<file path="config.mk">
export PLATFORM = sky130hd
export DESIGN_NAME = c2pq_front
export DESIGN_NICKNAME = d
export VERILOG_FILES = /design/src/sv/c2pq_pkg.sv /design/src/sv/c2pq_front.sv
export SDC_FILE = /design/constraint.sdc
export NUM_CORES = 1
export LEC_CHECK = 0
export BUFFER_PORTS_ARGS = -buffer_cell sky130_fd_sc_hd__buf_2
export CAP_MARGIN = 15
export CORE_MARGIN = 2
export CORE_UTILIZATION = 55
export CTS_CLUSTER_DIAMETER = 150
export DETAILED_ROUTE_END_ITERATION = 8
export GPL_TIMING_DRIVEN = 0
export PLACE_DENSITY = 0.82
export SYNTH_ARGS = -nofsm -noshare
export SYNTH_HDL_FRONTEND = slang
export SYNTH_SLANG_ARGS = --single-unit
</file>
<file path="constraint.sdc">
create_clock -name clk -period 6.7 [get_ports clk]
set_input_delay 0.67 -clock clk [delete_from_list [all_inputs] [get_ports clk]]
set_output_delay 0.67 -clock clk [all_outputs]
set_load 0.02 [all_outputs]
</file>
<file path="src/sv/c2pq_pkg.sv">
// ============================================================================
// c2pq_pkg: shared types and constants for the cartesian-to-polar converter
// Location codes, angle constants, CORDIC arctangent steps, default sizes.
// ============================================================================
package c2pq_pkg;

    // default sizes
    localparam int COORD_BITS_DEFAULT    = 16;
    localparam int CORDIC_STAGES_DEFAULT = 16;

    // CORDIC datapath formats
    localparam int CORDIC_GUARD   = 24;   // fraction bits below the coordinate LSB
    localparam int ATAN_TABLE_LEN = 24;   // longest useful iteration count
    localparam int ZW             = 32;   // angle accumulator, 2^-32 turn units

    // result formats
    localparam int MAG_BITS   = 16;
    localparam int ANGLE_BITS = 16;
    localparam int LOC_BITS   = 3;

    // location class codes
    localparam logic [LOC_BITS-1:0] LOC_ORIGIN = 3'd0;
    localparam logic [LOC_BITS-1:0] LOC_Y_AXIS = 3'd1;
    localparam logic [LOC_BITS-1:0] LOC_X_AXIS = 3'd2;
    localparam logic [LOC_BITS-1:0] LOC_Q1     = 3'd3;
    localparam logic [LOC_BITS-1:0] LOC_Q2     = 3'd4;
    localparam logic [LOC_BITS-1:0] LOC_Q3     = 3'd5;
    localparam logic [LOC_BITS-1:0] LOC_Q4     = 3'd6;

    // angles in 1/65536 turn
    localparam logic [ANGLE_BITS-1:0] ANGLE_0   = 16'd0;
    localparam logic [ANGLE_BITS-1:0] ANGLE_90  = 16'd16384;
    localparam logic [ANGLE_BITS-1:0] ANGLE_180 = 16'd32768;
    localparam logic [ANGLE_BITS-1:0] ANGLE_270 = 16'd49152;

    localparam logic [MAG_BITS-1:0] MAG_MAX = 16'hFFFF;

    // class that rides along with every item
    typedef struct packed {
        logic [LOC_BITS-1:0] location;
        logic                neg;       // sign of the nonzero coordinate on an axis
    } tag_t;

    // atan(2^-i) / (2*pi) * 2^32, rounded
    function automatic logic signed [ZW-1:0] atan_step(input int idx);
        logic signed [ZW-1:0] val;
        case (idx)
            0:       val = 32'sd536870912;
            1:       val = 32'sd316933406;
            2:       val = 32'sd167458907;
            3:       val = 32'sd85004756;
            4:       val = 32'sd42667331;
            5:       val = 32'sd21354465;
            6:       val = 32'sd10679838;
            7:       val = 32'sd5340245;
            8:       val = 32'sd2670163;
            9:       val = 32'sd1335087;
            10:      val = 32'sd667544;
            11:      val = 32'sd333772;
            12:      val = 32'sd166886;
            13:      val = 32'sd83443;
            14:      val = 32'sd41722;
            15:      val = 32'sd20861;
            16:      val = 32'sd10430;
            17:      val = 32'sd5215;
            18:      val = 32'sd2608;
            19:      val = 32'sd1304;
            20:      val = 32'sd652;
            21:      val = 32'sd326;
            22:      val = 32'sd163;
            23:      val = 32'sd81;
            default: val = '0;
        endcase
        return val;
    endfunction

endpackage

</file>
<file path="src/sv/c2pq_front.sv">
// ============================================================================
// c2pq_front: input stages of the converter
// Absolute values and class, then squares, then sum of squares and CORDIC
// start vector. Three register stages, all advancing on en.
// ============================================================================
module c2pq_front #(
    parameter int COORD_BITS = c2pq_pkg::COORD_BITS_DEFAULT
) (
    input  logic                                 clk,
    input  logic                                 rst_n,
    input  logic                                 en,
    input  logic                                 in_valid,
    input  logic signed [COORD_BITS-1:0]         x_coord,
    input  logic signed [COORD_BITS-1:0]         y_coord,
    output logic                                 out_valid,
    output c2pq_pkg::tag_t                       out_tag,
    output logic signed [COORD_BITS+c2pq_pkg::CORDIC_GUARD+1:0] out_vx,
    output logic signed [COORD_BITS+c2pq_pkg::CORDIC_GUARD+1:0] out_vy,
    output logic signed [c2pq_pkg::ZW-1:0]       out_z,
    output logic [2*COORD_BITS-1:0]              out_rem,
    output logic [2*COORD_BITS-1:0]              out_root
);

    localparam int GUARD = c2pq_pkg::CORDIC_GUARD;
    localparam int VW    = COORD_BITS + GUARD + 2;
    localparam int SW    = 2 * COORD_BITS;

    // stage 0: magnitudes and class
    logic                  v0_reg;
    logic [COORD_BITS-1:0] ax0_reg, ax0_next;
    logic [COORD_BITS-1:0] ay0_reg, ay0_next;
    c2pq_pkg::tag_t        tag0_reg, tag0_next;

    // stage 1: squares
    logic                  v1_reg;
    logic [COORD_BITS-1:0] ax1_reg, ay1_reg;
    logic [SW-1:0]         sqx1_reg, sqx1_next;
    logic [SW-1:0]         sqy1_reg, sqy1_next;
    c2pq_pkg::tag_t        tag1_reg;

    // stage 2: sum and start vector
    logic                  v2_reg;
    logic [SW-1:0]         rem2_reg, rem2_next;
    logic signed [VW-1:0]  vx2_reg, vx2_next;
    logic signed [VW-1:0]  vy2_reg, vy2_next;
    c2pq_pkg::tag_t        tag2_reg;

    logic x_zero, y_zero, x_neg, y_neg;

    always_comb
    begin
        x_zero = (x_coord == '0);
        y_zero = (y_coord == '0);
        x_neg  = x_coord[COORD_BITS-1];
        y_neg  = y_coord[COORD_BITS-1];

        // two's complement negate; the most negative input maps to 2^(N-1)
        ax0_next = x_neg ? $unsigned(-x_coord) : $unsigned(x_coord);
        ay0_next = y_neg ? $unsigned(-y_coord) : $unsigned(y_coord);

        tag0_next.neg = 1'b0;
        if (x_zero && y_zero) begin
            tag0_next.location = c2pq_pkg::LOC_ORIGIN;
        end
        else if (x_zero)
        begin
            tag0_next.location = c2pq_pkg::LOC_Y_AXIS;
            tag0_next.neg      = y_neg;
        end
        else if (y_zero)
        begin
            tag0_next.location = c2pq_pkg::LOC_X_AXIS;
            tag0_next.neg      = x_neg;
        end
        else if (!x_neg && !y_neg)
        begin
            tag0_next.location = c2pq_pkg::LOC_Q1;
        end
        else if (x_neg && !y_neg)
        begin
            tag0_next.location = c2pq_pkg::LOC_Q2;
        end
        else if (x_neg)
        begin
            tag0_next.location = c2pq_pkg::LOC_Q3;
        end
        else
        begin
            tag0_next.location = c2pq_pkg::LOC_Q4;
        end
    end

    always_comb
    begin
        sqx1_next = SW'(ax0_reg) * SW'(ax0_reg);
        sqy1_next = SW'(ay0_reg) * SW'(ay0_reg);
    end

    always_comb
    begin
        rem2_next = sqx1_reg + sqy1_reg;
        vx2_next  = $signed({2'b00, ax1_reg, {GUARD{1'b0}}});
        vy2_next  = $signed({2'b00, ay1_reg, {GUARD{1'b0}}});
    end

    always_ff @(posedge clk or negedge rst_n)
    begin
        if (!rst_n)
        begin
            v0_reg <= 1'b0;
            v1_reg <= 1'b0;
            v2_reg <= 1'b0;
        end
        else if (en)
        begin
            v0_reg <= in_valid;
            v1_reg <= v0_reg;
            v2_reg <= v1_reg;
        end
    end

    always_ff @(posedge clk)
    begin
        if (en)
        begin
            ax0_reg  <= ax0_next;
            ay0_reg  <= ay0_next;
            tag0_reg <= tag0_next;

            ax1_reg  <= ax0_reg;
            ay1_reg  <= ay0_reg;
            sqx1_reg <= sqx1_next;
            sqy1_reg <= sqy1_next;
            tag1_reg <= tag0_reg;

            rem2_reg <= rem2_next;
            vx2_reg  <= vx2_next;
            vy2_reg  <= vy2_next;
            tag2_reg <= tag1_reg;
        end
    end

    assign out_valid = v2_reg;
    assign out_tag   = tag2_reg;
    assign out_vx    = vx2_reg;
    assign out_vy    = vy2_reg;
    assign out_z     = '0;
    assign out_rem   = rem2_reg;
    assign out_root  = '0;

endmodule

</file>
## Yosys cells after proc, flatten, opt, wreduce, memory -nomap -nowiden

Cells that the tools add are included.

- Add/sub/neg operators: 3
- Order comparisons: 0
- Muxes and demuxes: 8
- Bitwise gates (word level): 0
- Multipliers: 2
- Equality and inequality tests: 0
- Div/mod/pow operators: 0
- Shifts and indexed selects: 0
- Reduce and logical (&&, ||, !) cells: 9

Operator list:

| cell | number |
|---|---|
| multiplier 16 x 16 -> 32 bit | 2 |
| adder 32 bit | 1 |
| logical NOT 16 bit | 2 |
| negator 16 bit | 2 |
| two-way mux 15 bit | 2 |
| two-way mux 2 bit | 5 |
| OR reduction 4 bit | 1 |
| logical AND 1 bit | 3 |
| logical NOT 1 bit | 2 |
| OR reduction 2 bit | 1 |
| two-way mux 1 bit | 1 |

- Latch bits: 0
- ROM bits: 0
- Bits in registers: 207
- Memories kept: 0
- RAM bits: 0

## Depth between registers and ports, before layout

- Word-level depth: 6
- Depth in mapped cells: 25
- Gate-level depth less buffers: 24

## Worst setup path before layout

OpenSTA, ideal clock, no wires.

- Path type: flip-flop to flip-flop
- From: register ax0_reg[9]
- To: register sqx1_reg[28], data pin
- Data arrival time: 6.037 ns
- Cell stages (with the launch flop): 25
- Data required time: 6.430 ns
- Library setup time: 0.270 ns
- Period minus slack after synthesis: 6.307 ns
- Path slack: 0.393 ns
- Cell sequence: edfxtp_1 -> clkbuf_1 -> nand2_1 -> inv_1 -> fa_1 -> inv_1 -> fa_1 -> inv_1 -> fa_1 -> inv_1 -> fa_1 -> inv_1 -> fa_1 -> inv_1 -> fa_1 -> inv_1 -> ha_1 -> and4_1 -> a211o_1 -> a2111oi_2 -> o21bai_1 -> o2111ai_2 -> a2111oi_1 -> a41oi_1 -> o311ai_1

- Longest elaborated chain between the ends: 1

RTL lines:

| element | line | source |
|---|---|---|
| start: declaration | c2pq_front.sv:30 | `logic [COORD_BITS-1:0] ax0_reg, ax0_next;` |
| start signal: assignment | c2pq_front.sv:126 | `ax0_reg <= ax0_next;` |
| multiplier 16 x 16 -> 32 bit | c2pq_front.sv:95 | `sqx1_next = SW'(ax0_reg) * SW'(ax0_reg);` |
| net sqx1_next[28] | c2pq_front.sv:37 | `logic [SW-1:0] sqx1_reg, sqx1_next;` |
| end signal: assignment | c2pq_front.sv:132 | `sqx1_reg <= sqx1_next;` |
| end: declaration | c2pq_front.sv:37 |  |

The timed path passes the listed nets, and every way through them passes these cells.
A chain may end at the register's enable or synchronous reset.

## Worst setup path in the final report

- From: register ay0_reg[12]
- To: register sqy1_reg[31], data pin

- Longest elaborated chain between the ends: 1

RTL lines:

| element | line | source |
|---|---|---|
| start: declaration | c2pq_front.sv:31 | `logic [COORD_BITS-1:0] ay0_reg, ay0_next;` |
| start signal: assignment | c2pq_front.sv:127 | `ay0_reg <= ay0_next;` |
| multiplier 16 x 16 -> 32 bit | c2pq_front.sv:96 | `sqy1_next = SW'(ay0_reg) * SW'(ay0_reg);` |
| net sqy1_next[31] | c2pq_front.sv:38 | `logic [SW-1:0] sqy1_reg, sqy1_next;` |
| end signal: assignment | c2pq_front.sv:133 | `sqy1_reg <= sqy1_next;` |
| end: declaration | c2pq_front.sv:38 |  |

The timed path passes the listed nets, and every way through them passes these cells.

==> impl_metrics.ini <==
[route]
wl_per_cell_microns = 16.70
vias = 16290
firstDrtPassIters = 5
wirelength_mm = 51.76
vias_per_cell = 5.257
drtIter0Drc = 1054
final_antenna_net_count = 0
post-route-drc-count = 0

[grt]
grt_pass1_wl_mm = 84.99
grt_usage_pct = 24.28
grt_max_degree = 115
grt_pass1_vias = 17300
antenna_found_initial = 2
overflow = 0

[cts]
clk_path_buf_depth = 3
clock_latency_ns = 0.55
cts_root_buffer = clkbuf_16
ctsHtreeMaxLevel = 1
numCtsBuffers = 23
clk_pin_slew_worst_paths_ns = 0.06
cts_tree = yes
clkSinkCount = 203

[worst_setup_path]
reg2reg_slack_ns = 0.21
startpoint = ay0_reg[12]$_DFFE_PP_
start_kind = flip-flop
crit_family = adder cells
cp_slowest_cell = fa_1
endpoint_kind = flip-flop
path_cells = clkbuf_2 -> nand2_1 -> fa_1 -> inv_1 -> fa_1 -> fa_1 -> fa_1 -> fa_1 -> inv_1 -> fa_1 -> inv_1 -> ha_1 -> a21o_1 -> a21o_1 -> a21o_1 -> a21oi_2 -> o21ai_1 -> a221oi_2 -> o21ai_2 -> mux2i_1 -> a2111oi_2
worst-endpoint-arrival_ns = 6.83
cp.depth = 21
crit_type = reg2reg
worstPathMaxFanout = 10
path_buf_inv = 4
r2r-start = ay0_reg[12]$_DFFE_PP_
cp_common_cell = fa_1
required_ns = 7.04
worstRegToRegCells = 21
critPathMaxStageDelay_ns = 0.56

[die]
initial_core_util_pct = 55.80
dieArea_sq_mm = 0.04423
die_w_microns = 210.3
core_sq_mm = 0.04195
pin_count = 221
num_rows = 75
dieHeight_microns = 210.3

[layout]
drive_gt1_share_pct = 14.92
syn_to_final_growth_pct = 12.58
largest_reg_flops = 32
fin_nets = 3140
antenna_cells = 0
fillers = 3260
multiInputGateArea_sq_mm = 0.01496
register_area_sq_mm = 0.006081

[logic_synthesis]
yosysSeqAreaShare_pct = 25.98
synth_flop_cell = edfxtp_1
synth_top_cell_area_share_pct = 27.71
synth.avg_cell_area_sq_um = 10.33
synth_edf_count = 200
synth_area_leaders = fa_1 28%, edfxtp_1 26%, ha_1 13%
yosys.area.top_type = fa_1
synth_cell_types = 67
synthesis.area_sq_mm = 0.02341
ys_async_sr_fraction_pct = 1.478
synth-seq-cells = 203
synth_most_common_cell = inv_1
syn_inst = 2265
yosys-top-cells-count = 516 x inv_1, 324 x fa_1, 235 x ha_1, 200 x edfxtp_1, 191 x nand2_1
yosysWarnings = 0

[sta]
hold_viol_final = 0
holdWs_ns = 0.3307
fin_ws_ns = 0.2093
setup_viol = 0
clock.fmax_mhz = 154.1
finalCritPeriodShare_pct = 96.88
period_minus_slack_ns = 6.491
worst-slew-pin-transition_ns = 0.8982
slew_viol_final = 0
fin_skew_ns = 0.02294
slew_headroom_pct = 40.12

[min_path]
hold_class = in2reg
worstHoldStart = x_coord[0]
hold_depth = 1

[place]
pre_cts_slack_ns = -0.7205
port_buffers = 104
gp_congestion = 0.9029
dp_hpwl_mm = 40.81

[outcome]
status = finished clean

[flow_run]
maxCapViolations = 0
-- routing by layer --
layer	track usage (%)	up-vias	wire length, microns
li1	-	7484	-
met1	31.10	8116	20620
met2	41.72	571	25540
met3	4.350	117	3835
met4	8.364	4	1734
met5	0	-	26
-- per-stage QoR --
| stage | instances | utilization, % | cell area, sq um | setup TNS [ns] |
|---|---|---|---|---|
| 4_1_cts | 3086 | 62.13 | 26060 | 0 |
| 3_3_place_gp | 3023 | 59.68 | 25030 | -5.235 |
| 5_1_grt | 3099 | 62.82 | 26350 | -0.007703 |
| 3_5_place_dp | 3024 | 59.77 | 25070 | -6.839 |
| 6_report | 3099 | 62.82 | 26350 | 0 |
| 2_1_floorplan | 2380 | - | 23840 | 0 |
-- placed cells by master, fill, tap and decap left out, types with 5 or more instances in the layout --
cell type and instances:
a21oi_2 6, mux2_2 6, ha_1 232, and3_1 8, inv_1 514, a31oi_1 5
xor2_1 35, nand3_1 15, a21oi_1 72, o2111ai_1 5, clkbuf_16 23, or2_2 6
and2_1 85, buf_2 107, nand2_1 190, o21a_1 12, xnor2_1 87, clkbuf_2 12
o21ai_0 35, buf_4 158, o31ai_1 6, nor2_1 77, nand2b_1 12, nor4_1 5
clkbuf_4 10, nor2b_1 17, conb_1 116, a31o_2 5, edfxtp_1 200, nand4_1 6
o41ai_1 5, clkbuf_1 13, nor3_1 11, o21bai_1 10, a21o_1 37, fa_1 324
-- final cells by class --
type / count / area share, %
buffer: 158 / 4.311
clock inverter: 13 / 0.3751
tap: 539 / 2.559
multi-input combinational: 1497 / 56.78
inverter: 516 / 7.350
clock buffer: 27 / 2.241
sequential: 203 / 23.07
timing repair buffer: 146 / 3.309
-- cells by family after synthesis --
group                      after synthesis  synth area share (%)
other                                    1               0.01602
and+or+nand+nor                        450                 9.039
DFF                                    203                 25.98
adders and majority gates              559                 40.27
xor gates and xnor gates               122                 4.565
buffers and inverters                  680                 12.77
muxes                                    7                0.3314
AOI/OAI and AO/OA                      243                 7.029
-- final timing paths --
path	to
max	sqy1_reg[31]$_DFFE_PP_
min	ax0_reg[0]$_DFFE_PP_
max reg2reg	sqy1_reg[31]$_DFFE_PP_
min reg2reg	out_vx[39]$_DFFE_PP_
max in group asynchronous	out_valid$_DFFE_PN0P_
min in group asynchronous	v1_reg$_DFFE_PN0P_
-- repair_timing --
| item | in CTS | in global routing |
|---|---|---|
| gates resized for setup | 50 | 65 |
| setup buffers | 26 | 14 |
| hold buffers | 1 | 0 |
| pin swaps | 3 | 10 |
| endpoints found under the setup margin | 21 | 15 |
| endpoints found under the hold margin | 3 | 0 |
Power is left out: the tool's default activity adds up to more than one toggle a clock period on the data nets, which glitch-free logic cannot reach.
