File: src/sv/c2pq_pkg.sv
// ============================================================================
// c2pq_pkg: shared types and constants for the cartesian-to-polar converter
// Location codes, angle constants, CORDIC arctangent steps, default sizes.
// ============================================================================
package c2pq_pkg;

    // default sizes
    localparam int COORD_BITS_DEFAULT    = 16;
    localparam int CORDIC_STAGES_DEFAULT = 16;

    // CORDIC datapath formats
    localparam int CORDIC_GUARD   = 24;   // fraction bits below the coordinate LSB
    localparam int ATAN_TABLE_LEN = 24;   // longest useful iteration count
    localparam int ZW             = 32;   // angle accumulator, 2^-32 turn units

    // result formats
    localparam int MAG_BITS   = 16;
    localparam int ANGLE_BITS = 16;
    localparam int LOC_BITS   = 3;

    // location class codes
    localparam logic [LOC_BITS-1:0] LOC_ORIGIN = 3'd0;
    localparam logic [LOC_BITS-1:0] LOC_Y_AXIS = 3'd1;
    localparam logic [LOC_BITS-1:0] LOC_X_AXIS = 3'd2;
    localparam logic [LOC_BITS-1:0] LOC_Q1     = 3'd3;
    localparam logic [LOC_BITS-1:0] LOC_Q2     = 3'd4;
    localparam logic [LOC_BITS-1:0] LOC_Q3     = 3'd5;
    localparam logic [LOC_BITS-1:0] LOC_Q4     = 3'd6;

    // angles in 1/65536 turn
    localparam logic [ANGLE_BITS-1:0] ANGLE_0   = 16'd0;
    localparam logic [ANGLE_BITS-1:0] ANGLE_90  = 16'd16384;
    localparam logic [ANGLE_BITS-1:0] ANGLE_180 = 16'd32768;
    localparam logic [ANGLE_BITS-1:0] ANGLE_270 = 16'd49152;

    localparam logic [MAG_BITS-1:0] MAG_MAX = 16'hFFFF;

    // class that rides along with every item
    typedef struct packed {
        logic [LOC_BITS-1:0] location;
        logic                neg;       // sign of the nonzero coordinate on an axis
    } tag_t;

    // atan(2^-i) / (2*pi) * 2^32, rounded
    function automatic logic signed [ZW-1:0] atan_step(input int idx);
        logic signed [ZW-1:0] val;
        case (idx)
            0:       val = 32'sd536870912;
            1:       val = 32'sd316933406;
            2:       val = 32'sd167458907;
            3:       val = 32'sd85004756;
            4:       val = 32'sd42667331;
            5:       val = 32'sd21354465;
            6:       val = 32'sd10679838;
            7:       val = 32'sd5340245;
            8:       val = 32'sd2670163;
            9:       val = 32'sd1335087;
            10:      val = 32'sd667544;
            11:      val = 32'sd333772;
            12:      val = 32'sd166886;
            13:      val = 32'sd83443;
            14:      val = 32'sd41722;
            15:      val = 32'sd20861;
            16:      val = 32'sd10430;
            17:      val = 32'sd5215;
            18:      val = 32'sd2608;
            19:      val = 32'sd1304;
            20:      val = 32'sd652;
            21:      val = 32'sd326;
            22:      val = 32'sd163;
            23:      val = 32'sd81;
            default: val = '0;
        endcase
        return val;
    endfunction

endpackage

File: src/sv/c2pq_iter.sv
// ============================================================================
// c2pq_iter: one pipeline step of the converter core
// One CORDIC vectoring rotation and one square-root digit, both registered.
// Steps past the rotation count or the root width pass that half through.
// ============================================================================
module c2pq_iter #(
    parameter int COORD_BITS    = c2pq_pkg::COORD_BITS_DEFAULT,
    parameter int CORDIC_STAGES = c2pq_pkg::CORDIC_STAGES_DEFAULT,
    parameter int IDX           = 0
) (
    input  logic                                 clk,
    input  logic                                 rst_n,
    input  logic                                 en,
    input  logic                                 in_valid,
    input  c2pq_pkg::tag_t                       in_tag,
    input  logic signed [COORD_BITS+c2pq_pkg::CORDIC_GUARD+1:0] in_vx,
    input  logic signed [COORD_BITS+c2pq_pkg::CORDIC_GUARD+1:0] in_vy,
    input  logic signed [c2pq_pkg::ZW-1:0]       in_z,
    input  logic [2*COORD_BITS-1:0]              in_rem,
    input  logic [2*COORD_BITS-1:0]              in_root,
    output logic                                 out_valid,
    output c2pq_pkg::tag_t                       out_tag,
    output logic signed [COORD_BITS+c2pq_pkg::CORDIC_GUARD+1:0] out_vx,
    output logic signed [COORD_BITS+c2pq_pkg::CORDIC_GUARD+1:0] out_vy,
    output logic signed [c2pq_pkg::ZW-1:0]       out_z,
    output logic [2*COORD_BITS-1:0]              out_rem,
    output logic [2*COORD_BITS-1:0]              out_root
);

    localparam int  ZW        = c2pq_pkg::ZW;
    localparam int  VW        = COORD_BITS + c2pq_pkg::CORDIC_GUARD + 2;
    localparam int  SW        = 2 * COORD_BITS;
    localparam int  USED      = (CORDIC_STAGES < c2pq_pkg::ATAN_TABLE_LEN) ?
                                CORDIC_STAGES : c2pq_pkg::ATAN_TABLE_LEN;
    localparam bit  DO_CORDIC = (IDX < USED);
    localparam bit  DO_SQRT   = (IDX < COORD_BITS);
    localparam int  BIT_POS   = DO_SQRT ? 2 * (COORD_BITS - 1 - IDX) : 0;
    localparam logic [SW-1:0] BIT_VAL = DO_SQRT ? (SW'(1) << BIT_POS) : '0;
    localparam logic signed [ZW-1:0] ATAN = c2pq_pkg::atan_step(IDX);

    logic                 valid_reg;
    c2pq_pkg::tag_t       tag_reg;
    logic signed [VW-1:0] vx_reg, vx_next;
    logic signed [VW-1:0] vy_reg, vy_next;
    logic signed [ZW-1:0] z_reg, z_next;
    logic [SW-1:0]        rem_reg, rem_next;
    logic [SW-1:0]        root_reg, root_next;

    logic signed [VW-1:0] dx, dy;
    logic [SW-1:0]        trial;

    // CORDIC: drive y toward zero, accumulate the angle turned
    always_comb
    begin
        dx = in_vy >>> IDX;
        dy = in_vx >>> IDX;
        vx_next = in_vx;
        vy_next = in_vy;
        z_next  = in_z;
        if (DO_CORDIC)
        begin
            if (!in_vy[VW-1])
            begin
                vx_next = in_vx + dx;
                vy_next = in_vy - dy;
                z_next  = in_z + ATAN;
            end
            else
            begin
                vx_next = in_vx - dx;
                vy_next = in_vy + dy;
                z_next  = in_z - ATAN;
            end
        end
    end

    // restoring square root, one result bit
    always_comb
    begin
        trial     = in_root + BIT_VAL;
        rem_next  = in_rem;
        root_next = in_root;
        if (DO_SQRT)
        begin
            if (in_rem >= trial)
            begin
                rem_next  = in_rem - trial;
                root_next = (in_root >> 1) + BIT_VAL;
            end
            else
            begin
                root_next = in_root >> 1;
            end
        end
    end

    always_ff @(posedge clk or negedge rst_n)
    begin
        if (!rst_n)
        begin
            valid_reg <= 1'b0;
        end
        else if (en)
        begin
            valid_reg <= in_valid;
        end
    end

    always_ff @(posedge clk)
    begin
        if (en)
        begin
            tag_reg  <= in_tag;
            vx_reg   <= vx_next;
            vy_reg   <= vy_next;
            z_reg    <= z_next;
            rem_reg  <= rem_next;
            root_reg <= root_next;
        end
    end

    assign out_valid = valid_reg;
    assign out_tag   = tag_reg;
    assign out_vx    = vx_reg;
    assign out_vy    = vy_reg;
    assign out_z     = z_reg;
    assign out_rem   = rem_reg;
    assign out_root  = root_reg;

endmodule

File: config.mk
export PLATFORM = sky130hd
export DESIGN_NAME = c2pq_iter
export DESIGN_NICKNAME = d
export VERILOG_FILES = /design/src/sv/c2pq_pkg.sv /design/src/sv/c2pq_iter.sv
export SDC_FILE = /design/constraint.sdc
export NUM_CORES = 1
export LEC_CHECK = 0
export ABC_AREA = 0
export BUFFER_PORTS_ARGS = -buffer_cell sky130_fd_sc_hd__buf_2
export CAP_MARGIN = 0
export CORE_ASPECT_RATIO = 0.7
export CORE_MARGIN = 3
export CORE_UTILIZATION = 35
export CTS_BUF_LIST = sky130_fd_sc_hd__clkbuf_16
export CTS_CLUSTER_SIZE = 30
export DETAILED_ROUTE_END_ITERATION = 7
export SETUP_SLACK_MARGIN = 0.2
export SYNTH_ARGS = -nofsm -noshare
export SYNTH_HDL_FRONTEND = slang
export SYNTH_SLANG_ARGS = --single-unit
export TNS_END_PERCENT = 50
File: constraint.sdc
create_clock -name clk -period 2.6 [get_ports clk]
set_clock_uncertainty 0.15 [all_clocks]
set_input_delay 0.65 -clock clk [delete_from_list [all_inputs] [get_ports clk]]
set_output_delay 0.65 -clock clk [all_outputs]
set_load 0.05 [all_outputs]
# After elaboration in Yosys (flattened, before gate mapping)
# Cells that the tools add are included.
[classes]
n_addsub = 8
n_lt_le_gt_ge = 1
n_mux = 5
[ops]
columns = ["operator", "count"]
rows = [
  ["42-bit two-way mux", 2],
  ["42-bit subtractor", 2],
  ["32-bit by 31-bit adder with 32-bit output (second input constant)", 2],
  ["32-bit two-way mux", 2],
  ["42-bit adder", 1],
  ["31-bit by 31-bit adder with 32-bit output (second input constant)", 1],
  ["32-bit >= comparator", 1],
  ["32-bit by 31-bit subtractor with 32-bit output (second input constant)", 1],
  ["32-bit subtractor", 1],
  ["31-bit two-way mux", 1],
]
[word_totals]
regBits = 185
inputBits = 188
output_inout_bits = 185
wordCells = 23

# Logic depth before layout (Yosys ltp)
[logic_depth]
ltp_word = 3
mapped_depth = 13
depth_no_buf = 12

# Worst setup path after synthesis
# No wires, ideal clock.
[synth_timing]
path_type = "input port to flip-flop"
from = "input port in_vx[0] in the netlist's numbering"
to = "register vx_reg[40], in the netlist out_vx[40], data pin"
setup_ns = 0.261
arrival_time_ns = 3.008
t_required_ns = 2.189
path_slack_ns = -0.819
path_stages = 11
path_buffers = 0
cell_sequence = "ha_1 -> fa_1 -> nor2b_1 -> o21a_1 -> o32a_1 -> nand3_1 -> nand3_1 -> a31oi_2 -> o31ai_1 -> a21o_1 -> a311o_1"
[synth_between]
elab_chain_len = 2
word_cells_on_any_way = 3
cone_classes = "add/sub: 2; mux: 1"
[synth_rtl]
columns = ["item", "line", "text"]
rows = [
  ["start: declaration", "c2pq_iter.sv:16", "input logic signed [COORD_BITS+c2pq_pkg::CORDIC_GUARD+1:0] in_vx,"],
  ["42-bit adder / 42-bit subtractor (equally long branches)", "c2pq_iter.sv:64, c2pq_iter.sv:70", ""],
  ["42-bit two-way mux *", "c2pq_iter.sv:62", "if (!in_vy[VW-1])"],
  ["via vx_next[40]", "c2pq_iter.sv:43", "logic signed [VW-1:0] vx_reg, vx_next;"],
  ["end signal: assignment", "c2pq_iter.sv:114", "vx_reg <= vx_next;"],
  ["end: declaration", "c2pq_iter.sv:43", ""],
]
# Mark *: on every way through the listed nets, which the timed path passes. The rest lies on a longest branch.
# A chain may end at the register's enable or synchronous reset.

# Worst setup path in the final report
[layout_timing]
from = "input port in_vx[25] in the netlist's numbering"
to = "register vx_reg[41], in the netlist out_vx[41], data pin"
# Same word-level chain as after synthesis.

==> summary.md <==
| Metric | Value |
|---|---|
| Port buffer count | `~370` |
| Hold/Removal Path Class | `primary input to flip-flop` |
| Final wirelength | `70340 um` |
| Clock network latency to the later pin of the worst-skew pair | `470 ps` |
| CTS tree | `yes` |
| RSZ-0062 raised after global routing | `true` |
| Pin count of the biggest net entering global routing | `47` |
| Detailed-route wire length per cell | `between 20 and 25 um` |
| DRC violations left | `0` |
| Die extent in x | `~260 um` |
| Number of iterations in the first detailed-routing pass | `5` |
| Tot GR Track Use | `28.43%` |
| Maximum number of buffers from clock root to sink | `2` |
| Endpoint arrival time on the critical path | `3150 ps` |
| HPWL Detailed | `approximately 55000 um` |
| Routability Congestion | `roughly 1.0` |
| Cell breakdown of the critical path | `buf_12 -> inv_12 -> ha_4 -> nor4_4 -> nand2_1 -> or4_4 -> or4_4 -> o22ai_4 -> a21oi_2 -> o211a_1 -> a32oi_2 -> xor2_1` |
| Beginning of the worst register-to-register path | `out_valid` |
| Capturing point of the worst reg2reg path | `out_valid` |
| Grt met2 use | `40.93%` |
| Fin Setup TNS | `-25500 ps` |
| Leakage Power | `11.98 nW` |
| Global-route wire length before repair | `103000 um` |
| Max-cap check violation count | `0` |
| Root buffer selected by CTS | `clkbuf_16` |
| Final critical path time including I/O delays and setup | `3092 ps` |
| Cell at the slowest stage of the critical path | `or4_4` |
| Synth Flop Type | `edfxtp_1` |
| Area share of the largest cell type after synthesis | `35.23%` |
| Part of the total power dissipated in the clock network | `between 20% and 30%` |
| Post-synth net total | `2114` |
| Cell area after technology mapping | `15600 um^2` |
| CTS Sinks | `between 150 and 200` |
| Most frequent cell after synthesis | `a21oi_1` |
| Design internal power | `8.232 mW` |
| Sw frac | `a little over two fifths` |
| Standard cell core area | `43880 um^2` |
| Reg clk slew, reported paths | `80 ps` |
| Critical path endpoint category | `flip-flop` |
| Period utilisation layout | `118.9%` |
| Total power | `between 10 and 15 mW` |
| Most used cell along the critical path | `or4_4` |
| CP Max Fanout | `3` |
| Worst min-delay path endpoint | `out_z[13]` |
| Deepest level of the CTS H-tree | `4` |
| Top area cells in the synthesized netlist | `edfxtp_1, ha_1, a21oi_1` |
| Max-slew headroom at the worst pin | `63.82%` |
| Pin slew with the least headroom to its limit | `between 500 and 600 ps` |
| Setup slack on the worst flop-to-flop path | `approximately 1700 ps` |
| Layout fillers | `3739` |
| Run status | `finished, violations left` |
| Synth async-reset ratio | `0.5435%` |
| Core Util, Final | `around three fifths` |
| Final Max Tran Viols | `0` |
| Detailed router's first-iteration violation count | `1589` |
| Fraction of met1 tracks used by global routing | `41.51%` |
| Setup Crit Path Kind | `primary input to flip-flop` |
| Final Hold Slack | `193.7 ps` |
| Final Net Count | `3118` |
| Sequential share of power | `28.0%` |
| Global-route track usage on met3 | `8.170%` |
| Via count of the first global-routing pass | `17800` |
| Placed instance area | `~23000 um^2` |
| Count of mapped cells out of synthesis | `1766` |
| Most Crowded Layer GR | `met1` |
| Per-cell via count in the routed design | `5.379` |
| Number of hold violations in the final report | `0` |
| Final Cell Area | `approximately 27000 um^2` |
| Share of final-layout standard cells stronger than drive strength 1 | `52.89%` |
| Die area | `47170 um^2` |
| Achievable clock frequency | `roughly 320 MHz` |
| Number of antenna violations at the first check in global routing | `4` |
| Worst Reg-to-Reg Cells | `1` |
| Fraction of power consumed by combinational cells | `just over 50%` |
| Synth top cells by count | `a21oi_1, edfxtp_1, inv_1, ha_1, o21ai_0` |
| Distinct cells, synth | `84` |
| Number of placed I/O pins | `373` |
| Data required, critical path | `2660 ps` |
| Height of the die | `182.6 um` |
| Synthesis-to-layout area growth | `71.33%` |
| Pwr dens | `528.0 nW/um^2` |
| Worst hold start | `in_z[13]` |
| Number of enable-type register cells in the synthesized netlist | `183` |
| Delay of the slowest cell on the worst path | `460 ps` |
| Number of cells in the finished layout apart from fillers | `3380` |
| Biggest area consumer among synthesized cells | `edfxtp_1` |
| Initial Utilization | `~36%` |
| Number of endpoints failing setup at the final stage | `92` |
| # rows | `64` |
| Average cell area after synthesis | `between 8 and 9 um^2` |
| Worst slack at placement | `-1300 ps` |
| Hold-critical path depth | `1` |
| Final global-route overflow total | `0` |
| Kind of start point of the critical path | `primary input` |
| Worst supply voltage drop on vdd | `442.7 uV` |
| Number of nets still failing antenna checks after routing | `0` |
| Violations in the final reports | `setup timing` |
| CTS Buf Count | `17` |
| Placed Cells | `about 3300` |
| Number of warning messages in the yosys log | `0` |
| Via count | `about 18000` |
| Worst setup margin | `-491.7 ps` |
| Switching power of the nets | `between 5 and 6 mW` |
| Flops & latches, synth | `184` |
| Sequential area share after synthesis | `35.40%` |
==> worst max path at each step <==
stage / startpoint / depth (start not counted) / end
floorplan: in_vx[25] / 12 / out_vx[41]
global placement: in_vx[8] / 14 / out_vy[41]
detailed placement: in_vx[8] / 14 / out_vy[41]
CTS: in_vx[25] / 12 / out_vx[41]
global route: in_vx[25] / 12 / out_vx[41]
finish: in_vx[25] / 12 / out_vx[41]
==> metal layers <==
metal	routed length [um]	vias to the layer above
li1	-	8448
met1	32240	8833
met2	29650	823
met3	7076	76
met4	1358	2
met5	13	-
==> kinds of logic after synthesis <==
| family | Yosys count | share of synthesized area [%] |
|---|---|---|
| AO/OA/AOI/OAI | 615 | 24.59 |
| AND/OR/NAND/NOR | 431 | 13.25 |
| buffers and inverters | 246 | 6.193 |
| flip-flops | 184 | 35.40 |
| adder cells (fa/ha/maj) | 160 | 13.08 |
| XOR/XNOR | 107 | 6.009 |
| multiplexers | 23 | 1.492 |
==> power by group through the flow <==
| stage | combinational, mW | clock (mW) | sequential (mW) |
|---|---|---|---|
| 2_1_floorplan | 2.15 | 0 | 5.38 |
| 3_3_place_gp | 6.06 | 0 | 4.00 |
| 3_5_place_dp | 6.11 | 0 | 4.00 |
| 4_1_cts | 6.78 | 2.94 | 3.95 |
| 5_1_grt | 7.62 | 3.06 | 3.98 |
| 6_report | 7.27 | 2.89 | 3.95 |
==> registers in the layout (all words and copies together), names as in the netlist <==
name / flops
out_z: 32
out_rem: 32
out_vx: 42
out_tag: 4
out_valid: 1
out_vy: 41
out_root: 32
==> layout by cell type (no fill, tap or decap), types with 16 or more instances in the layout <==
master,synthesis,routed
buf_4,2,613
buf_2,22,346
edfxtp_1,183,183
a21oi_1,220,152
inv_1,166,139
nor2_1,129,109
ha_1,155,104
nand2_1,111,95
xnor2_1,83,77
o21ai_0,143,69
buf_6,1,62
a21oi_2,0,56
o21ai_2,0,47
o21bai_1,45,41
ha_4,0,40
o21ai_1,11,34
a21o_1,33,32
nor3_1,44,28
nand4_1,26,26
xor2_1,24,23
inv_2,1,19
nand3_1,24,18
buf_8,0,18
clkbuf_16,0,17
o211ai_1,16,16
==> repair_timing <==
action	in CTS	in global routing
hold buffers	1	0
resized for setup	351	203
buffers inserted	51	23
endpoints found under the hold margin	1	0
pin swaps	144	133
endpoints found under the setup margin	103	104
gates cloned	4	0
==> layout make-up <==
| class | count | area, um^2 | area share [%] |
|---|---|---|---|
| clock buffers | 17 | 425.4 | 1.592 |
| well taps | 594 | 743.2 | 2.781 |
| clock inverters | 15 | 187.7 | 0.7024 |
| inverters | 171 | 701.9 | 2.627 |
| flip-flops and latches | 184 | 5520 | 20.66 |
| repair buffers | 1060 | 7736 | 28.95 |
| diodes | 3 | 7.507 | 0.02810 |
| multi-input cells | 1336 | 11400 | 42.66 |
==> worst max-delay path: cells and delay by family <==
family	cells	cell delay [ps]
adders and majority gates	1	190
xor gates and xnor gates	1	90
buffers and inverters	2	150
AOI/OAI and AO/OA	4	690
and+or+nand+nor	4	1370
No activity file was read; power rests on OpenSTA's default activity.
