<file path="src/sv/c2pq_pkg.sv">
// ============================================================================
// c2pq_pkg: shared types and constants for the cartesian-to-polar converter
// Location codes, angle constants, CORDIC arctangent steps, default sizes.
// ============================================================================
package c2pq_pkg;

    // default sizes
    localparam int COORD_BITS_DEFAULT    = 16;
    localparam int CORDIC_STAGES_DEFAULT = 16;

    // CORDIC datapath formats
    localparam int CORDIC_GUARD   = 24;   // fraction bits below the coordinate LSB
    localparam int ATAN_TABLE_LEN = 24;   // longest useful iteration count
    localparam int ZW             = 32;   // angle accumulator, 2^-32 turn units

    // result formats
    localparam int MAG_BITS   = 16;
    localparam int ANGLE_BITS = 16;
    localparam int LOC_BITS   = 3;

    // location class codes
    localparam logic [LOC_BITS-1:0] LOC_ORIGIN = 3'd0;
    localparam logic [LOC_BITS-1:0] LOC_Y_AXIS = 3'd1;
    localparam logic [LOC_BITS-1:0] LOC_X_AXIS = 3'd2;
    localparam logic [LOC_BITS-1:0] LOC_Q1     = 3'd3;
    localparam logic [LOC_BITS-1:0] LOC_Q2     = 3'd4;
    localparam logic [LOC_BITS-1:0] LOC_Q3     = 3'd5;
    localparam logic [LOC_BITS-1:0] LOC_Q4     = 3'd6;

    // angles in 1/65536 turn
    localparam logic [ANGLE_BITS-1:0] ANGLE_0   = 16'd0;
    localparam logic [ANGLE_BITS-1:0] ANGLE_90  = 16'd16384;
    localparam logic [ANGLE_BITS-1:0] ANGLE_180 = 16'd32768;
    localparam logic [ANGLE_BITS-1:0] ANGLE_270 = 16'd49152;

    localparam logic [MAG_BITS-1:0] MAG_MAX = 16'hFFFF;

    // class that rides along with every item
    typedef struct packed {
        logic [LOC_BITS-1:0] location;
        logic                neg;       // sign of the nonzero coordinate on an axis
    } tag_t;

    // atan(2^-i) / (2*pi) * 2^32, rounded
    function automatic logic signed [ZW-1:0] atan_step(input int idx);
        logic signed [ZW-1:0] val;
        case (idx)
            0:       val = 32'sd536870912;
            1:       val = 32'sd316933406;
            2:       val = 32'sd167458907;
            3:       val = 32'sd85004756;
            4:       val = 32'sd42667331;
            5:       val = 32'sd21354465;
            6:       val = 32'sd10679838;
            7:       val = 32'sd5340245;
            8:       val = 32'sd2670163;
            9:       val = 32'sd1335087;
            10:      val = 32'sd667544;
            11:      val = 32'sd333772;
            12:      val = 32'sd166886;
            13:      val = 32'sd83443;
            14:      val = 32'sd41722;
            15:      val = 32'sd20861;
            16:      val = 32'sd10430;
            17:      val = 32'sd5215;
            18:      val = 32'sd2608;
            19:      val = 32'sd1304;
            20:      val = 32'sd652;
            21:      val = 32'sd326;
            22:      val = 32'sd163;
            23:      val = 32'sd81;
            default: val = '0;
        endcase
        return val;
    endfunction

endpackage

</file>
<file path="src/sv/c2pq_fold.sv">
// ============================================================================
// c2pq_fold: final stage of the converter
// Rounds the root and the CORDIC angle, folds the angle into its quadrant
// and registers the finished item.
// ============================================================================
module c2pq_fold #(
    parameter int COORD_BITS = c2pq_pkg::COORD_BITS_DEFAULT
) (
    input  logic                                  clk,
    input  logic                                  rst_n,
    input  logic                                  en,
    input  logic                                  in_valid,
    input  c2pq_pkg::tag_t                        in_tag,
    input  logic signed [c2pq_pkg::ZW-1:0]        in_z,
    input  logic [2*COORD_BITS-1:0]               in_rem,
    input  logic [2*COORD_BITS-1:0]               in_root,
    output logic                                  out_valid,
    output logic [c2pq_pkg::MAG_BITS-1:0]         out_magnitude,
    output logic [c2pq_pkg::ANGLE_BITS-1:0]       out_angle,
    output logic [c2pq_pkg::LOC_BITS-1:0]         out_location
);

    localparam int ZW = c2pq_pkg::ZW;
    localparam int SW = 2 * COORD_BITS;

    logic                              valid_reg;
    logic [c2pq_pkg::MAG_BITS-1:0]     mag_reg, mag_next;
    logic [c2pq_pkg::ANGLE_BITS-1:0]   angle_reg, angle_next;
    logic [c2pq_pkg::LOC_BITS-1:0]     loc_reg;

    logic [SW-1:0]                     mag_wide;
    logic signed [ZW-1:0]              z_pos;
    logic [ZW-1:0]                     z_round;
    logic [c2pq_pkg::ANGLE_BITS-1:0]   z_turn;
    logic [c2pq_pkg::ANGLE_BITS-1:0]   a;

    always_comb
    begin
        // round to nearest: remainder above root means the next integer is closer
        mag_wide = in_root + ((in_rem > in_root) ? SW'(1) : SW'(0));
        if (mag_wide > SW'(c2pq_pkg::MAG_MAX))
        begin
            mag_next = c2pq_pkg::MAG_MAX;
        end
        else
        begin
            mag_next = mag_wide[c2pq_pkg::MAG_BITS-1:0];
        end

        z_pos   = in_z[ZW-1] ? '0 : in_z;
        z_round = $unsigned(z_pos) + ZW'(32768);
        z_turn  = z_round[ZW-1:ZW-c2pq_pkg::ANGLE_BITS];
        a       = (z_turn > c2pq_pkg::ANGLE_90) ? c2pq_pkg::ANGLE_90 : z_turn;

        case (in_tag.location)
            c2pq_pkg::LOC_ORIGIN: angle_next = c2pq_pkg::ANGLE_0;
            c2pq_pkg::LOC_Y_AXIS: angle_next = in_tag.neg ? c2pq_pkg::ANGLE_270
                                                          : c2pq_pkg::ANGLE_90;
            c2pq_pkg::LOC_X_AXIS: angle_next = in_tag.neg ? c2pq_pkg::ANGLE_180
                                                          : c2pq_pkg::ANGLE_0;
            c2pq_pkg::LOC_Q1:     angle_next = a;
            c2pq_pkg::LOC_Q2:     angle_next = c2pq_pkg::ANGLE_180 - a;
            c2pq_pkg::LOC_Q3:     angle_next = c2pq_pkg::ANGLE_180 + a;
            c2pq_pkg::LOC_Q4:     angle_next = c2pq_pkg::ANGLE_0 - a;
            default:              angle_next = c2pq_pkg::ANGLE_0;
        endcase
    end

    always_ff @(posedge clk or negedge rst_n)
    begin
        if (!rst_n)
        begin
            valid_reg <= 1'b0;
        end
        else if (en)
        begin
            valid_reg <= in_valid;
        end
    end

    always_ff @(posedge clk)
    begin
        if (en)
        begin
            mag_reg   <= mag_next;
            angle_reg <= angle_next;
            loc_reg   <= in_tag.location;
        end
    end

    assign out_valid     = valid_reg;
    assign out_magnitude = mag_reg;
    assign out_angle     = angle_reg;
    assign out_location  = loc_reg;

endmodule
</file>
<file path="config.mk">
export PLATFORM = sky130hd
export DESIGN_NAME = c2pq_fold
export DESIGN_NICKNAME = d
export VERILOG_FILES = /design/src/sv/c2pq_pkg.sv /design/src/sv/c2pq_fold.sv
export SDC_FILE = /design/constraint.sdc
export NUM_CORES = 1
export LEC_CHECK = 0
export ABC_AREA = 1
export BUFFER_PORTS_ARGS = -buffer_cell sky130_fd_sc_hd__buf_4
export CELL_PAD_IN_SITES_DETAIL_PLACEMENT = 1
export CELL_PAD_IN_SITES_GLOBAL_PLACEMENT = 1
export CORE_AREA = 5 5 128 106
export DETAILED_ROUTE_END_ITERATION = 8
export DIE_AREA = 0 0 133 111
export PLACE_DENSITY_LB_ADDON = 0.15
export SYNTH_ARGS = -nofsm -noshare
export SYNTH_HDL_FRONTEND = slang
export SYNTH_SLANG_ARGS = --single-unit
</file>
<file path="constraint.sdc">
create_clock -name clk -period 0.9 [get_ports clk]
set_input_delay 0.09 -clock clk [delete_from_list [all_inputs] [get_ports clk]]
set_output_delay 0.09 -clock clk [all_outputs]
set_load 0.05 [all_outputs]
</file>
==> impl_metrics.csv, run 1 <==
group,metric,value,unit
outcome,status,"stopped before the end",
outcome,haltStage,"global routing",
outcome,error,"[ERROR DPL-0033] detailed placement checks failed during check placement.",
place,placed_area,7050,sq um
synth,synthArstFlopShare,2.78,%
global_routing,grt_antenna_before_repair,1,
synth,synth_cell_types,45,
place,gp_congestion,0.910,
place,place_ws,-3.06,ns
sta,endpoint_type,"sequential cell input",
synth,ys_seq_area_share,24.5,%
synth,yosysMostFrequentCell,"nand2_1",
floorplanning,row_count,36,
clock_tree,h-tree-depth,2,
synth,synth_edf_count,35,
global_routing,grt_max_degree,26,
place,io_buffer_count,124,
floorplanning,fp.dieH,111,um
synth,synth_flop_cell,"edfxtp_1",
synth,synth_area,4400,sq um
synth,yosysWarnings,0,
synth,synth-seq-cells,36,
clock_tree,cts_root_buf,"clkbuf_16",
synth,avgSynthCellArea,7.09,sq um
synth,synth_top_area_share,23.9,%
floorplanning,num_io_pins,140,
synth,yosys-top-cells-count,"nand2_1, inv_1, nand3_1",
clock_tree,cts_sinks,36,
place,post-dp-hpwl,15500,um
clock_tree,cts_buffers,5,
synth,syn_inst,620,
sta,grt-worst-endpoint,"out_magnitude[0]$_SDFFCE_PN1P_/D",
synth,synth_area_leaders,"edfxtp_1, nand2_1, ha_1, inv_1, nand3_1",
floorplanning,initial_core_util,36.6,%
synth,syn-num-nets,760,
clock_tree,clk_path_buf_depth,2,
synth,yosysTopAreaCell,"edfxtp_1",
floorplanning,fp.dieW,133,um
==> cells by family after synthesis <==
kind of cell | synth area share, %
adder cells (fa/ha/maj) | 10.2
multiplexers | 0.256
AO/OA/AOI/OAI | 8.36
XOR/XNOR | 4.38
flip-flops | 24.5
buffers and inverters | 11.0
AND/OR/NAND/NOR | 41.3
==> per-stage QoR <==
stage	util (%)	cells	hold slack (ns)
3_3_place_gp	58.6	1071	-0.135
3_5_place_dp	58.6	1071	-0.133
2_1_floorplan	-	620	-0.206
4_1_cts	68.2	1119	0.0164
==> repair_timing <==
| action | CTS |
|---|---|
| buffers inserted | 37 |
| setup endpoints to repair | 68 |
| pin swaps | 58 |
| endpoints found under the hold margin | 2 |
| gates cloned | 4 |
| hold buffers | 2 |
| gates resized for setup | 141 |
==> run 2, diff against run 1 <==
--- a/config.mk
+++ b/config.mk
@@ -7,11 +7,9 @@
 export LEC_CHECK = 0
 export ABC_AREA = 1
 export BUFFER_PORTS_ARGS = -buffer_cell sky130_fd_sc_hd__buf_4
-export CELL_PAD_IN_SITES_DETAIL_PLACEMENT = 1
-export CELL_PAD_IN_SITES_GLOBAL_PLACEMENT = 1
-export CORE_AREA = 5 5 128 106
+export CORE_AREA = 5 5 111 113
 export DETAILED_ROUTE_END_ITERATION = 8
-export DIE_AREA = 0 0 133 111
+export DIE_AREA = 0 0 116 118
 export PLACE_DENSITY_LB_ADDON = 0.15
 export SYNTH_ARGS = -nofsm -noshare
 export SYNTH_HDL_FRONTEND = slang
==> impl_metrics.csv, run 2 <==
group,metric,value,unit
outcome,status,"complete, but fails checks",
outcome,violations,"setup timing",
drt,vias,5397,
clock_tree,cts_tree,"yes",
sta,fin_ws,-2.57,ns
floorplanning,die_area,13700,sq um
power_and_ir_drop,p_leak,3.97,nW
place,io_buffer_count,124,
drt,drt_iter0_markers,233,
clock_tree,cts_root_buf,"clkbuf_16",
synth,synth_flop_cell,"edfxtp_1",
critical_path,max_stage_delay,0.43,ns
sta,clock.fmax,0.289,GHz
critical_path,rr_worst_depth,1,
global_routing,gr-total-overflow,0,
synth,avgSynthCellArea,7.09,sq um
critical_path,path_delay_family,"simple AND/OR/NAND/NOR gates",
sta,post-route-period-util,385,%
synth,synth-simple-area-share,41.3,%
floorplanning,initial_core_util,39.2,%
flow_run,drv_cap,0,
sta,drv_slew,0,
worst_hold_path,hold_end,"out_location[2]",
clock_tree,clk_path_buf_depth,2,
sta,period_needed,3.47,ns
power_and_ir_drop,peakVddDrop,1.35,mV
synth,yosys-top-cells-count,"nand2_1, inv_1, nand3_1",
critical_path,cp_common_cell,"buf_4",
synth,ys_seq_area_share,24.5,%
critical_path,rr_endpoint,"out_valid",
place,place_ws,-2.98,ns
synth,synth-compound-area-share,8.36,%
worst_hold_path,worstHoldPathType,"input port to flop",
sta,setup_viol,59,
critical_path,path_depth,23,
synth,synth_xor_area_share,4.38,%
place,placed_area,7030,sq um
clock_tree,h-tree-depth,2,
synth,syn-num-nets,760,
sta,rsz0062_at_grt,"yes",
place,gp_congestion,0.981,
drt,wl_per_cell,14.1,um
synth,synth_edf_count,35,
critical_path,crit_required,0.92,ns
final_layout,final_area,8230,sq um
critical_path,worstReg2RegStart,"out_valid",
sta,tns,-62.01,ns
sta,worst_pin_slew,0.484,ns
worst_hold_path,holdPathStages,1,
critical_path,cp.arrival,3.49,ns
global_routing,grt_pass1_vias,5431,
final_layout,nets,1101,
synth,synth_top_family_by_area,"simple AND/OR/NAND/NOR gates",
synth,syn_inst,620,
clock_tree,insertion_delay,0.27,ns
synth,yosysMostFrequentCell,"nand2_1",
synth,yosysWarnings,0,
worst_hold_path,min_from,"in_tag[3]",
global_routing,grt_antenna_before_repair,0,
synth,synth_area,4400,sq um
synth,synthArstFlopShare,2.78,%
final_layout,diodes,0,
critical_path,end_kind,"flop",
drt,finalWirelength,15600,um
floorplanning,num_io_pins,140,
synth,synth_cell_types,45,
critical_path,ff2ff_setup_slack,0.09,ns
floorplanning,core,11200,sq um
critical_path,crit_chain,"buf_4 -> ha_4 -> nand2_4 -> buf_4 -> buf_4 -> buf_4 -> buf_4 -> nor3_1 -> a31oi_2 -> ha_2 -> ha_4 -> nand3_4 -> nor2_2 -> nand2_2 -> nor2_4 -> buf_4 -> buf_4 -> nand4_1 -> xor2_1 -> nand4_1 -> nor2_4 -> clkbuf_16 -> nand3_2",
drt,viasPerCell,4.88,
sta,finClkSkew,0,ns
critical_path,start_kind,"input port",
final_layout,layout_commonest_cell,"buf_4",
sta,slew-limit-headroom,67.5,%
critical_path,crit_type,"input port to flop",
clock_tree,cts.clk_slew.worst_paths,0.06,ns
place,post-dp-hpwl,12100,um
floorplanning,row_count,39,
drt,first_pass_iters,5,
synth,muxShareOfSynthArea,0.256,%
critical_path,worstPathMaxFanout,5,
global_routing,grt_pass1_wl,24800,um
clock_tree,cts_sinks,36,
synth,yosys.area_share.adder,10.2,%
global_routing,track_usage,21.7,%
sta,hold_viol,0,
floorplanning,fp.dieH,118,um
critical_path,path_buf_inv,8,
synth,yosysTopAreaCell,"edfxtp_1",
global_routing,grt_max_degree,20,
final_layout,layout_common_cells,"buf_4, nand2_1, inv_1",
synth,synth_top_area_share,23.9,%
floorplanning,fp.dieW,116,um
final_layout,area_growth,87.2,%
synth,synth-seq-cells,36,
final_layout,final_layout_size_suffix_gt1_share,53.0,%
drt,drtAntennaViolNets,0,
drt,drc_errors,0,
critical_path,worst_path_max_delay_cell,"nor3_1",
clock_tree,cts_buffers,5,
synth,synth_area_leaders,"edfxtp_1, nand2_1, ha_1, inv_1, nand3_1",
power_and_ir_drop,cellPowerDensity,875,nW/um^2
[run 2: cell counts after synthesis]
Identical to the previous run, type by type.
[run 2: cell families (layout without fill, tap and decap cells)]
group,count (synthesis),in the layout
flops,36,36
simple gates,352,353
xor+xnor,22,22
compound gates,59,60
fa+ha+maj,36,36
mux,1,1
buf+inv,114,454
[run 2: how the worst max path moves through the flow]
stage                                   end        start  slack (ns)
after floorplan           out_magnitude[11]  in_root[31]       -2.41
after detailed placement   out_magnitude[1]  in_root[31]       -2.98
after global placement     out_magnitude[1]   in_root[3]       -2.81
after CTS                  out_magnitude[1]  in_root[31]       -2.44
after global routing      out_magnitude[14]  in_root[26]       -2.73
final                      out_magnitude[5]    in_rem[3]       -2.57
[run 2: layer usage]
metal,track usage [%],share of wire [%],up-vias
li1,-,-,2769
met1,29.3,43,2456
met2,37.2,50,154
met3,1.80,5.2,18
met4,4.93,1.9,0
met5,0,0,-
[run 2: stage by stage]
stage | hold WS [ns] | power [mW] | utilization (%) | std cells
floorplan | -0.206 | 3.54 | - | 620
global placement | -0.135 | 4.91 | 62.6 | 1061
detailed placement | -0.128 | 4.98 | 62.6 | 1061
CTS | 0.00775 | 7.03 | 70.4 | 1093
global route | 0.00393 | 7.57 | 73.4 | 1105
finish | 0.00760 | 7.21 | 73.4 | 1105
[run 2: area by class of cell]
cell class | instances | area [sq um]
Fill cell | 859 | 2990
Inverter | 106 | 429
Sequential cell | 36 | 1080
Clock buffer | 5 | 125
Clock inverter | 3 | 18.8
Timing Repair Buffer | 340 | 2890
Tap cell | 143 | 179
Multi-Input combinational cell | 472 | 3510
[run 2: timing repair]
| item | 4_1_cts | 5_1_grt |
|---|---|---|
| resized for setup | 114 | 64 |
| setup endpoints to repair | 68 | 68 |
| hold buffers | 1 | 0 |
| pin swaps | 56 | 43 |
| gates cloned | 4 | 1 |
| hold endpoints to repair | 1 | 0 |
| setup buffers | 25 | 16 |
[run 2: where the power goes]
part	internal, mW	total [mW]	switching [mW]	leakage, nW
Combinational	1.66	3.53	1.87	3.55
Sequential	1.98	2.05	0.0647	0.355
Clock	1.02	1.63	0.617	0.0736
No activity file was read; power rests on OpenSTA's default activity.
==> run 3, diff against run 2 <==
==> config.mk (replaced) <==
export PLATFORM = sky130hd
export DESIGN_NAME = c2pq_fold
export DESIGN_NICKNAME = d
export VERILOG_FILES = /design/src/sv/c2pq_pkg.sv /design/src/sv/c2pq_fold.sv
export SDC_FILE = /design/constraint.sdc
export NUM_CORES = 1
export LEC_CHECK = 0
export ABC_AREA = 0
export BUFFER_PORTS_ARGS = -buffer_cell sky130_fd_sc_hd__buf_2
export CORE_AREA = 5 5 104 106
export DETAILED_ROUTE_END_ITERATION = 8
export DIE_AREA = 0 0 109 111
export PLACE_DENSITY_LB_ADDON = 0.15
export SYNTH_ARGS = -nofsm -noshare
export SYNTH_HDL_FRONTEND = slang
export SYNTH_SLANG_ARGS = --single-unit
==> impl_metrics.csv, run 3 <==
group,metric,value,unit
sta,clock.fmax,0.296,GHz
power_and_ir_drop,p_switching,2.12,mW
clock_tree,insertion_delay,0.28,ns
synth,yosysTopAreaCell,"edfxtp_1",
final_layout,final_layout_size_suffix_gt1_share,50.3,%
outcome,status,"complete, but fails checks",
clock_tree,cts_root_buf,"clkbuf_8",
power_and_ir_drop,p_int,4.02,mW
drt,viasPerCell,5.14,
place,post-dp-hpwl,9580,um
synth,synth_flop_cell,"edfxtp_1",
place,gp_congestion,0.871,
floorplanning,row_count,36,
floorplanning,fp.dieH,111,um
flow_run,drv_cap,0,
sta,finClkSkew,0,ns
drt,vias,4368,
floorplanning,initial_core_util,39.3,%
worst_hold_path,worstHoldPathType,"input port to flop",
sta,drv_slew,0,
clock_tree,cts_sinks,36,
place,io_buffer_count,124,
synth,yosys-top-cells-count,"nand2_1, nor2_1, inv_1",
synth,synth_edf_count,35,
floorplanning,die_area,12100,sq um
critical_path,worstPathMaxFanout,8,
synth,synth_area,3810,sq um
critical_path,crit_required,0.94,ns
global_routing,track_usage,19.3,%
critical_path,cp.arrival,3.42,ns
synth,synth_cell_types,64,
sta,worst_pin_slew,0.415,ns
synth,synth_area_leaders,"edfxtp_1, ha_1, xnor2_1, nand2_1, nor2_1",
floorplanning,core,9680,sq um
synth,ys_seq_area_share,28.3,%
global_routing,grt_max_degree,30,
synth,synth-seq-cells,36,
synth,yosysWarnings,0,
synth,yosysMostFrequentCell,"nand2_1",
global_routing,grt_pass1_wl,19200,um
synth,avgSynthCellArea,8.59,sq um
power_and_ir_drop,p_leak,2.98,nW
synth,synth_top_area_share,27.6,%
power_and_ir_drop,swShare,34.5,%
power_and_ir_drop,finalPower,6.15,mW
global_routing,grt_pass1_vias,4284,
drt,wl_per_cell,14.4,um
sta,period_needed,3.38,ns
sta,post-route-period-util,375,%
drt,finalWirelength,12200,um
sta,rsz0062_at_grt,"yes",
drt,drc_errors,0,
final_layout,layout_commonest_cell,"buf_4",
floorplanning,fp.dieW,109,um
clock_tree,h-tree-depth,2,
sta,fin_ws,-2.48,ns
drt,drt_iter0_markers,161,
sta,slew-limit-headroom,72.1,%
power_and_ir_drop,seq_power_share,33.5,%
final_layout,diodes,0,
floorplanning,num_io_pins,140,
synth,syn_inst,443,
clock_tree,cts.clk_slew.worst_paths,0.07,ns
final_layout,area_growth,70.3,%
clock_tree,cts_buffers,5,
place,place_ws,-2.90,ns
final_layout,layout_common_cells,"buf_4, buf_2, buf_6",
synth,synthArstFlopShare,2.78,%
global_routing,grt_antenna_before_repair,0,
power_and_ir_drop,cellPowerDensity,948,nW/um^2
global_routing,gr-total-overflow,0,
critical_path,start_kind,"input port",
outcome,violations,"setup timing",
power_and_ir_drop,share_comb_of_total_power,46.0,%
sta,whs,0.0705,ns
power_and_ir_drop,peakVddDrop,0.572,mV
critical_path,end_kind,"flop",
final_layout,nets,856,
drt,drtAntennaViolNets,0,
critical_path,crit_type,"input port to flop",
sta,hold_viol,0,
clock_tree,clk_path_buf_depth,2,
drt,first_pass_iters,4,
power_and_ir_drop,p_clk_share,20.5,%
clock_tree,cts_tree,"yes",
sta,setup_viol,68,
synth,syn-num-nets,583,
-- run 3: cell types whose count changed after synthesis, moves of 10 or more --
cell / before / now
xor2_1: 21 / 8
inv_1: 98 / 37
nand3_1: 57 / 19
nand4_1: 21 / 11
nand3_2: 15 / 0
xnor2_1: 1 / 28
nand2_1: 158 / 41
nor2_4: 13 / 0
-- run 3: layout make-up --
class / instances / area [sq um]
inverter: 37 / 146
tap: 133 / 166
sequential: 36 / 1080
fill: 805 / 3200
clock buffer: 8 / 100
multi-input combinational: 359 / 2870
timing repair buffer: 277 / 2130
-- run 3: cell families after synthesis --
kind of cell	after synthesis	synth area share, %
flip-flops	36	28.3
AND/OR/NAND/NOR	188	26.8
AO/OA/AOI/OAI	86	15.1
multiplexers	13	3.94
adder cells (fa/ha/maj)	36	11.8
buffers and inverters	48	5.72
XOR/XNOR	36	8.28
-- run 3: repair_timing --
action                                  CTS  global route
endpoints found under the setup margin   68            68
hold buffers                              1             0
gates cloned                              0             1
buffers inserted                          5             8
pin swaps                                18            30
gates resized for setup                 114            38
endpoints found under the hold margin     1             0
-- run 3: through the flow --
stage / area, sq um / TNS, ns / instances / utilization (%)
floorplan: 3950 / -76.86 / 443 / -
global placement: 5700 / -80.55 / 828 / 58.9
detailed placement: 5700 / -82.19 / 828 / 58.9
CTS: 6240 / -69.30 / 842 / 64.5
global route: 6480 / -75.41 / 850 / 67.0
finish: 6480 / -70.63 / 850 / 67.0
-- run 3: path summary, 6_finish.rpt --
path	start	endpoint	slack, ns	cells past startpoint
setup / recovery	in_root[9]	out_magnitude[6]	-2.48	22
hold / removal	in_valid	out_valid	0.07	2
setup reg to reg	out_valid	out_valid	0.11	1
hold reg to reg	out_valid	out_valid	0.55	1
max in group asynchronous	rst_n	out_valid	0.67	2
min in group asynchronous	rst_n	out_valid	0.13	2
-- run 3: critical path, cell delays in order --
cell       delay, ns
buf_2           0.11
inv_2           0.06
ha_4            0.20
a21o_1          0.18
a21o_1          0.16
a21oi_2         0.13
nor2b_1         0.06
o21ai_1         0.11
a21oi_1         0.10
o41ai_2         0.41
a21oi_1         0.13
ha_2            0.24
ha_4            0.16
and4_4          0.15
nand3_4         0.09
nor4_4          0.06
nor4_2          0.21
a21oi_1         0.06
nor3_1          0.19
and4_4          0.29
clkbuf_16       0.16
o21ai_1         0.06
-- run 3: power by group through the flow --
| stage | clock network, mW | registers, mW | logic [mW] |
|---|---|---|---|
| finish | 1.26 | 2.06 | 2.83 |
| global route | 1.37 | 2.07 | 3.05 |
| CTS | 1.28 | 2.06 | 2.70 |
| detailed placement | 0 | 2.06 | 2.44 |
| global placement | 0 | 2.06 | 2.40 |
| floorplan | 0 | 2.51 | 0.891 |
-- run 3: metal layers --
layer / vias up / wire length, um / GRT usage (%) / part of all wire [%]
li1: 2158 / - / - / -
met1: 2043 / 5200 / 24.6 / 43
met2: 145 / 5980 / 32.6 / 49
met3: 22 / 745 / 3.49 / 6.1
met4: 0 / 286 / 5.89 / 2.3
met5: - / 0 / 0 / 0
==> run 4, diff against run 3 <==
==> constraint.sdc (replaced) <==
create_clock -name clk -period 0.9 [get_ports clk]
set_input_delay 0.18 -clock clk [delete_from_list [all_inputs] [get_ports clk]]
set_output_delay 0.18 -clock clk [all_outputs]
set_load 0.05 [all_outputs]
==> impl_metrics.csv, run 4 (synthesis results as in run 3) <==
group,metric,value,unit
clock_tree,cts_root_buf,"clkbuf_8",
drt,finalWirelength,12100,um
sta,rsz0062_at_grt,"yes",
sta,hold_viol,0,
global_routing,gr-total-overflow,0,
outcome,violations,"setup timing",
critical_path,crit_type,"input port to flop",
sta,clock.fmax,0.290,GHz
critical_path,worst_path_max_delay_cell,"o41ai_2",
drt,drt_iter0_markers,154,
final_layout,layout_common_cells,"buf_4, buf_2, buf_6",
critical_path,crit_start,"in_root[9]",
power_and_ir_drop,p_leak,2.97,nW
final_layout,final_layout_size_suffix_gt1_share,50.7,%
clock_tree,clk_path_buf_depth,2,
clock_tree,cts_sinks,36,
floorplanning,fp.dieW,109,um
drt,drc_errors,0,
place,placed_area,5700,sq um
final_layout,num-fill-cells,812,
critical_path,ff2ff_setup_slack,0,ns
final_layout,area_growth,69.7,%
clock_tree,insertion_delay,0.28,ns
floorplanning,die_area,12100,sq um
global_routing,grt_pass1_vias,4290,
critical_path,crit_chain,"buf_2 -> inv_2 -> ha_4 -> a21o_1 -> a21o_1 -> a21oi_2 -> nor2b_1 -> o21ai_1 -> a21oi_2 -> o41ai_2 -> a21oi_1 -> ha_2 -> ha_4 -> and4_4 -> nand3_4 -> nor3_4 -> a311oi_2 -> a31oi_1 -> nor3_1 -> and4_4 -> clkbuf_16 -> nand2_1",
sta,worst_pin_slew,0.436,ns
place,gp_congestion,0.871,
worst_hold_path,min_from,"in_valid",
floorplanning,core,9680,sq um
sta,drv_slew,0,
final_layout,utilization,66.7,%
final_layout,final_area,6460,sq um
sta,slew-limit-headroom,70.6,%
clock_tree,cts.clk_slew.worst_paths,0.07,ns
worst_hold_path,worstHoldPathType,"input port to flop",
sta,post-route-period-util,383,%
clock_tree,h-tree-depth,2,
drt,vias,4306,
sta,fin_ws,-2.55,ns
critical_path,cp.arrival,3.49,ns
final_layout,diodes,0,
floorplanning,row_count,36,
power_and_ir_drop,cellPowerDensity,940,nW/um^2
global_routing,grt_antenna_before_repair,0,
floorplanning,fp.dieH,111,um
critical_path,max_stage_delay,0.38,ns
drt,first_pass_iters,4,
final_layout,nets,855,
global_routing,grt_max_degree,30,
outcome,status,"complete, but fails checks",
global_routing,grt_pass1_wl,19200,um
global_routing,track_usage,19.3,%
final_layout,layout_commonest_cell,"buf_4",
critical_path,end_kind,"flop",
critical_path,worstPathMaxFanout,8,
floorplanning,initial_core_util,39.3,%
sta,period_needed,3.45,ns
drt,wl_per_cell,14.2,um
critical_path,worstReg2RegStart,"out_valid",
clock_tree,cts_buffers,5,
critical_path,start_kind,"input port",
drt,drtAntennaViolNets,0,
place,io_buffer_count,124,
drt,viasPerCell,5.07,
sta,tns,-76.33,ns
critical_path,crit_required,0.94,ns
flow_run,drv_cap,0,
power_and_ir_drop,peakVddDrop,0.597,mV
sta,setup_viol,69,
sta,finClkSkew,0,ns
place,post-dp-hpwl,9550,um
clock_tree,cts_tree,"yes",
floorplanning,num_io_pins,140,
-- run 4: cell types whose count changed in the layout (fill, tap and decap cells not counted), moves of 2 or more --
| cell | delta |
|---|---|
| buf_6 | -2 |
| clkinv_2 | +2 |
| o21ai_1 | +2 |
| o21ai_0 | -2 |
| buf_4 | +2 |
-- run 4: worst max-delay path, delay by kind of cell --
family	cells	cell delay (ns)
adders and majority gates	3	0.63
AOI/OAI and AO/OA	9	1.48
buffers and inverters	3	0.30
and+or+nand+nor	7	0.90
-- run 4: where the power goes --
part / internal [mW] / switching [mW] / leakage, nW
combinational: 1.35 / 1.48 / 2.56
clock: 0.611 / 0.573 / 0.0510
sequential: 1.98 / 0.0731 / 0.355
-- run 4: per-stage QoR --
stage | std cells | total power [mW] | hold slack, ns | worst slack [ns]
CTS | 845 | 5.99 | 0.127 | -2.52
global placement | 828 | 4.45 | -0.0455 | -2.90
floorplan | 443 | 3.40 | -0.116 | -2.90
global route | 849 | 6.43 | 0.144 | -2.75
finish | 849 | 6.07 | 0.148 | -2.55
detailed placement | 828 | 4.49 | -0.0424 | -3.02
-- run 4: final cells by class --
class | count | area [sq um] | area share [%]
Multi-Input combinational cell | 359 | 2870 | 44.4
Timing Repair Buffer | 276 | 2100 | 32.6
Sequential cell | 36 | 1080 | 16.7
Tap cell | 133 | 166 | 2.58
Inverter | 37 | 146 | 2.27
Clock buffer | 6 | 82.6 | 1.28
Clock inverter | 2 | 10.0 | 0.155
-- run 4: path summary, 6_finish.rpt --
check | endpoint | depth (start not counted)
max | out_magnitude[14] | 22
min | out_valid | 2
max reg2reg | out_valid | 2
min reg2reg | out_valid | 2
max in group asynchronous | out_valid | 2
min in group asynchronous | out_valid | 2
-- run 4: repair_timing --
item | CTS | global route
hold buffers | 1 | 0
gates cloned | 0 | 1
endpoints found under the hold margin | 1 | 0
buffers inserted | 8 | 3
pin swaps | 21 | 18
gates resized for setup | 116 | 35
setup endpoints to repair | 68 | 68
-- run 4: routing by layer --
layer / track usage, % / vias up / part of all wire, %
met5: 0 / - / 0
met1: 24.6 / 1987 / 44
met2: 32.9 / 128 / 48
li1: - / 2163 / -
met3: 3.15 / 28 / 5.5
met4: 5.89 / 0 / 2.3
